--- src/rtl/pip_pkg.sv ---
// Shared types and constants for the point-in-polygon crossing test.
package pip_pkg;

    // Width of the crossings field in a result.
    localparam int CROSS_BITS = 13;

    // Width of a configuration register index.
    localparam int CFG_ADDR_BITS = 1;

    // Configuration register indexes.
    localparam logic [CFG_ADDR_BITS-1:0] CFG_POINT_X = 1'b0;
    localparam logic [CFG_ADDR_BITS-1:0] CFG_POINT_Y = 1'b1;

    // Packed result width, rounded up to whole bytes.
    localparam int RES_BITS   = 1 + CROSS_BITS;
    localparam int RES_TBITS  = ((RES_BITS + 7) / 8) * 8;

    // One result item as it leaves the sequencer.
    typedef struct packed {
        logic [CROSS_BITS-1:0] crossings;
        logic                  inside_res;
    } res_t;

endpackage

--- src/rtl/pip_mul.sv ---
// Shared signed multiplier with a registered product.
module pip_mul
    import pip_pkg::*;
#(
    parameter int OP_BITS = 17
) (
    input  logic                        aclk,
    input  logic                        mul_en,
    input  logic signed [OP_BITS-1:0]   op_a,
    input  logic signed [OP_BITS-1:0]   op_b,
    output logic signed [2*OP_BITS-1:0] product
);

    logic signed [2*OP_BITS-1:0] prod_reg;

    // The product holds while the unit is not enabled.
    always_ff @(posedge aclk) begin
        if (mul_en) begin
            prod_reg <= op_a * op_b;
        end
    end

    assign product = prod_reg;

endmodule

--- src/rtl/pip_ctrl.sv ---
// Sequencer: edge offsets, two multiplier passes, crossing decision and count.
module pip_ctrl
    import pip_pkg::*;
#(
    parameter int COORD_BITS = 16,
    parameter int MAX_EDGES  = 4096
) (
    input  logic                  aclk,
    input  logic                  aresetn,
    // Edge transfer
    input  logic                  in_valid,
    output logic                  in_ready,
    input  logic [COORD_BITS-1:0] start_x,
    input  logic [COORD_BITS-1:0] start_y,
    input  logic [COORD_BITS-1:0] end_x,
    input  logic [COORD_BITS-1:0] end_y,
    input  logic                  last_edge,
    // Query point
    input  logic [COORD_BITS-1:0] point_x,
    input  logic [COORD_BITS-1:0] point_y,
    // Result hand-off
    input  logic                  res_free,
    output logic                  res_push,
    output res_t                  res
);

    localparam int OP_BITS = COORD_BITS + 1;
    localparam int PW      = 2 * OP_BITS;
    localparam int CNT_W   = $clog2(MAX_EDGES + 1);

    typedef enum logic [1:0] {
        ST_IDLE,
        ST_MUL_A,
        ST_MUL_B,
        ST_DECIDE
    } state_t;

    state_t                    state_reg;
    logic signed [OP_BITS-1:0] da_reg;
    logic signed [OP_BITS-1:0] db_reg;
    logic signed [OP_BITS-1:0] dex_reg;
    logic signed [OP_BITS-1:0] dsx_reg;
    logic                      last_reg;
    logic signed [PW-1:0]      p1_reg;
    logic [CNT_W-1:0]          cnt_reg;
    logic [CNT_W-1:0]          cnt_next;

    logic signed [OP_BITS-1:0] op_a;
    logic signed [OP_BITS-1:0] op_b;
    logic signed [PW-1:0]      mul_p;
    logic                      mul_en;
    logic                      hit;
    logic                      advance;

    // Offsets of the edge ends from the query point, one bit wider than a coordinate.
    logic signed [OP_BITS-1:0] da_in;
    logic signed [OP_BITS-1:0] db_in;
    logic signed [OP_BITS-1:0] dex_in;
    logic signed [OP_BITS-1:0] dsx_in;

    always_comb begin
        da_in  = $signed({start_y[COORD_BITS-1], start_y})
               - $signed({point_y[COORD_BITS-1], point_y});
        db_in  = $signed({end_y[COORD_BITS-1], end_y})
               - $signed({point_y[COORD_BITS-1], point_y});
        dex_in = $signed({end_x[COORD_BITS-1], end_x})
               - $signed({point_x[COORD_BITS-1], point_x});
        dsx_in = $signed({start_x[COORD_BITS-1], start_x})
               - $signed({point_x[COORD_BITS-1], point_x});
    end

    // Operand selection for the shared multiplier.
    always_comb begin
        mul_en = (state_reg == ST_MUL_A) || (state_reg == ST_MUL_B);
        if (state_reg == ST_MUL_A) begin
            op_a = da_reg;
            op_b = dex_reg;
        end else begin
            op_a = db_reg;
            op_b = dsx_reg;
        end
    end

    pip_mul #(
        .OP_BITS (OP_BITS)
    ) u_mul (
        .aclk    (aclk),
        .mul_en  (mul_en),
        .op_a    (op_a),
        .op_b    (op_b),
        .product (mul_p)
    );

    // Crossing test: the edge straddles the line and the cross product has the right sign.
    always_comb begin
        hit = (!da_reg[OP_BITS-1] && db_reg[OP_BITS-1] && (p1_reg > mul_p))
           || (da_reg[OP_BITS-1] && !db_reg[OP_BITS-1] && (p1_reg < mul_p));
        if (hit && (cnt_reg < CNT_W'(MAX_EDGES))) begin
            cnt_next = cnt_reg + CNT_W'(1);
        end else begin
            cnt_next = cnt_reg;
        end
    end

    // The decision step finishes unless a result is due and the output slot is full.
    assign advance  = (state_reg == ST_DECIDE) && (!last_reg || res_free);
    assign in_ready = (state_reg == ST_IDLE);
    assign res_push = advance && last_reg;

    always_comb begin
        res.inside_res = cnt_next[0];
        res.crossings  = CROSS_BITS'(cnt_next);
    end

    // State, operands and the crossing count.
    always_ff @(posedge aclk) begin
        if (!aresetn) begin
            state_reg <= ST_IDLE;
            cnt_reg   <= '0;
        end else begin
            unique case (state_reg)
                ST_IDLE: begin
                    if (in_valid) begin
                        da_reg    <= da_in;
                        db_reg    <= db_in;
                        dex_reg   <= dex_in;
                        dsx_reg   <= dsx_in;
                        last_reg  <= last_edge;
                        state_reg <= ST_MUL_A;
                    end
                end
                ST_MUL_A: begin
                    state_reg <= ST_MUL_B;
                end
                ST_MUL_B: begin
                    p1_reg    <= mul_p;
                    state_reg <= ST_DECIDE;
                end
                ST_DECIDE: begin
                    if (advance) begin
                        cnt_reg   <= last_reg ? '0 : cnt_next;
                        state_reg <= ST_IDLE;
                    end
                end
                default: begin
                    state_reg <= ST_IDLE;
                end
            endcase
        end
    end

endmodule

--- config.mk ---
export PLATFORM = sky130hd
export DESIGN_NAME = pip_ctrl
export DESIGN_NICKNAME = d
export VERILOG_FILES = /design/src/rtl/pip_pkg.sv /design/src/rtl/pip_mul.sv /design/src/rtl/pip_ctrl.sv
export SDC_FILE = /design/constraint.sdc
export NUM_CORES = 1
export LEC_CHECK = 0
export BUFFER_PORTS_ARGS = -buffer_cell sky130_fd_sc_hd__buf_2
export CORE_ASPECT_RATIO = 1.1
export CORE_UTILIZATION = 50
export DETAILED_ROUTE_END_ITERATION = 6
export GPL_TIMING_DRIVEN = 0
export HOLD_SLACK_MARGIN = 0.12
export PLACE_DENSITY = 0.7
export SLEW_MARGIN = 5
export SYNTH_ARGS = -nofsm -noshare
export SYNTH_HDL_FRONTEND = slang
export SYNTH_HIERARCHICAL = 1
export SYNTH_SLANG_ARGS = --single-unit
--- constraint.sdc ---
create_clock -name aclk -period 7.8 [get_ports aclk]
set_clock_uncertainty 0.2 [all_clocks]
set_input_delay 1.56 -clock aclk [delete_from_list [all_inputs] [get_ports aclk]]
set_output_delay 1.56 -clock aclk [all_outputs]
set_load 0.05 [all_outputs]
==> impl_results.md <==
- Outcome: finished clean
- DR vias: 14,660
- Io pins: 117
- Global route hottest layer: met2
- RR Endpoint: u_mul/product[31]
- Die H: 214.6 µm
- Num CTS Buffers: 17
- Die area: 41,890 µm²
- Critical path launch point type: register
- Count leader, synth: inv_1
- Initial antenna violation count: 0
- Synth warnings: 6
- Diodes inserted: 0
- Synth Flop Type: edfxtp_1
- Syn Area/Cell: 9.869 µm²
- Synth Instances: 2,081
- Routed len/inst: 16.74 µm
- WL final: 45,870 µm
- CTS H-Tree Depth: 4
- WS Path Type: register to register
- First-pass GRT wire length: roughly 76,000 µm
- # nets final: 2,803
- Worst EP required: 7900 ps
- Clock tree buffer depth: 2
- Met1 Usage GRT: 28.08%
- Final worst path period share: 96.70%
- Largest cells by area after synthesis: fa_1 (29%), edfxtp_1 (20%), ha_1 (11%)
- Reg2Reg Depth: 23
- Root Buffer: clkbuf_16
- Initial drt markers: 694
- Largest net degree at the start of global routing: 69
- Post-synth EDFFs: 137
- DRC: 0
- Initial core utilization: between 50% and 60%
- CTS tree: done
- Worst Setup End Kind: register
- Chip width: 195.2 µm
- Port bufs: roughly 120
- Clock slew at reported path FFs: 70 ps
- Seq cells post-synth: 152
- Core Region: 40,370 µm²
- Final Setup Violations: 0
- Worst setup path end: u_mul/product[31]
- Synthesized area: 20,540 µm²
- Slew Viols, Final: 0
- Routed Antenna Nets: 0
- Vias in the first global route: ~16,000
- Share of cells above drive strength 1: between 10% and 20%
- Final Hold Violating Endpoints: 0
- Overall Global Routing Usage: between 20% and 30%
- Max-Cap Viols: 0
- Most frequent cells after synthesis: inv_1 (412), fa_1 (300), ha_1 (188)
- GRT overflow: 0
- Flop-to-flop setup slack: roughly 260 ps
- Worst reg2reg startpoint: state_reg[1]
- Drt via density: 5.351
- Met3 usage: 4.561%
- # clock sinks: 152
- GP Congestion: 0.9558
- Max Fclk: 0.1326 GHz
- Tmin final: 7543 ps
- Worst Hold Class: register to register
- Hold-fix buffers, CTS: 0
- Netlist cell types: 80
- Area growth from synthesis to layout: 9.602%
- Clk_lat worst skew: between 400 and 500 ps
- Arrival time at the worst endpoint: 7640 ps
- Grt met2 use: 40.57%
- Final core utilization: 55.76%
- Register area share after synthesis: between 20 and 25%
- First-pass iteration count of the detailed router: 7
- Crit path launch: state_reg[1]
- Detailed placement HPWL: about 38,000 µm
- Worst slew margin: between 40% and 50%
- Row count: 77
- Yosys top cell area share: 29.24%
- Post-Syn Nets: 2,670
- Post-synth top area cell: fa_1
- Synth async-reset ratio: 0%
- CP max FO: 10
- Actual slew at the worst max-slew pin: 792.7 ps
-- worst max-delay path: stages (launching register included) --
cell and delay (ps):
dfxtp_1 390, inv_1 100, ha_4 230, clkbuf_4 220
mux2_2 360, clkbuf_1 490, nand2_1 170, fa_1 510
fa_1 500, inv_1 70, fa_1 520, fa_1 450
fa_1 500, inv_1 50, fa_1 470, inv_1 40
ha_1 350, a21oi_1 230, o21ai_0 160, a311oi_1 380
o211a_1 330, o31ai_4 110, or4_1 430, nand3_1 110
-- cell type report --
cell class / instances / area [µm²]
Tap cell: 513 / 641.9
Inverter: 412 / 1546
Clock buffer: 20 / 456.7
Fill cell: 3502 / 17860
Clock inverter: 12 / 161.4
Sequential cell: 152 / 4414
Buffer: 48 / 239.0
Multi-Input combinational cell: 1460 / 14400
Timing Repair Buffer: 123 / 653.1
-- placed cells by master, fill, tap and decap left out, types with 10 or more instances in the layout --
cell type  Yosys  final
nand3_1       47     47
edfxtp_1     137    137
nand4_1       12     12
clkbuf_1      47     16
clkbuf_16      0     17
mux2_2        34     32
buf_4          2     10
ha_1         188    185
o21ai_0       40     40
a21o_1        14     14
nor2_1        69     69
o21a_1        10     10
fa_1         300    297
clkbuf_2       1     12
nand2_1      187    187
or2_2         12     12
or3_1         17     17
xor2_1        21     21
a21oi_1       80     79
nor2b_1       24     24
a211oi_1      13     13
buf_2          2    127
dfxtp_1       15     15
nor3_1        32     32
inv_1        412    412
o31ai_1       11     11
xnor2_1       68     68
and2_1       155    154
-- cell families (layout without fill, tap and decap cells) --
group	count (synthesis)	count (layout)	share of synthesized area, %
mux	37	37	2.010
xor+xnor	89	89	3.796
simple gates	602	602	15.18
flops	152	152	21.49
compound gates	244	244	8.164
fa+ha+maj	488	488	40.70
buf+inv	469	615	8.663
-- layer usage --
| layer | share of wire, % | wire length (µm) | vias to the layer above |
|---|---|---|---|
| li1 | - | - | 7003 |
| met1 | 42 | 19190 | 7198 |
| met2 | 50 | 22880 | 386 |
| met3 | 5.7 | 2599 | 76 |
| met4 | 2.6 | 1198 | 0 |
| met5 | 0 | 0 | - |
-- worst min path at each step --
stage | slack [ps] | cells past startpoint | startpoint | endpoint
after floorplan | 230 | 0 | u_mul/product[10] | p1_reg[10]
after global placement | 230 | 0 | u_mul/product[20] | p1_reg[20]
after detailed placement | 230 | 0 | u_mul/product[24] | p1_reg[24]
after CTS | 250 | 0 | u_mul/product[32] | p1_reg[32]
after global routing | 250 | 0 | u_mul/product[6] | p1_reg[6]
final | 240 | 0 | u_mul/product[25] | p1_reg[25]
-- what timing repair did --
item	in CTS	in global routing
resized for setup	17	47
pin swaps	0	6
endpoints found under the setup margin	19	8
gates cloned	0	0
buffers inserted	0	6
-- through the flow --
stage / TNS [ps] / instance area (µm²) / std cells / setup WS, ps / hold WS, ps
finish: 0 / 22510 / 2740 / 257.1 / 241.9
global route: -10.68 / 22510 / 2740 / -7.456 / 254.5
CTS: 0 / 22440 / 2738 / 8.904 / 247.2
detailed placement: -12040 / 21790 / 2711 / -1211 / 232.4
global placement: -10730 / 21760 / 2710 / -1138 / 232.0
floorplan: 0 / 20540 / 2081 / 415.8 / 226.4
Power is not shown: default switching activity piles up to over one toggle a cycle in this logic, so the estimate is an artifact.
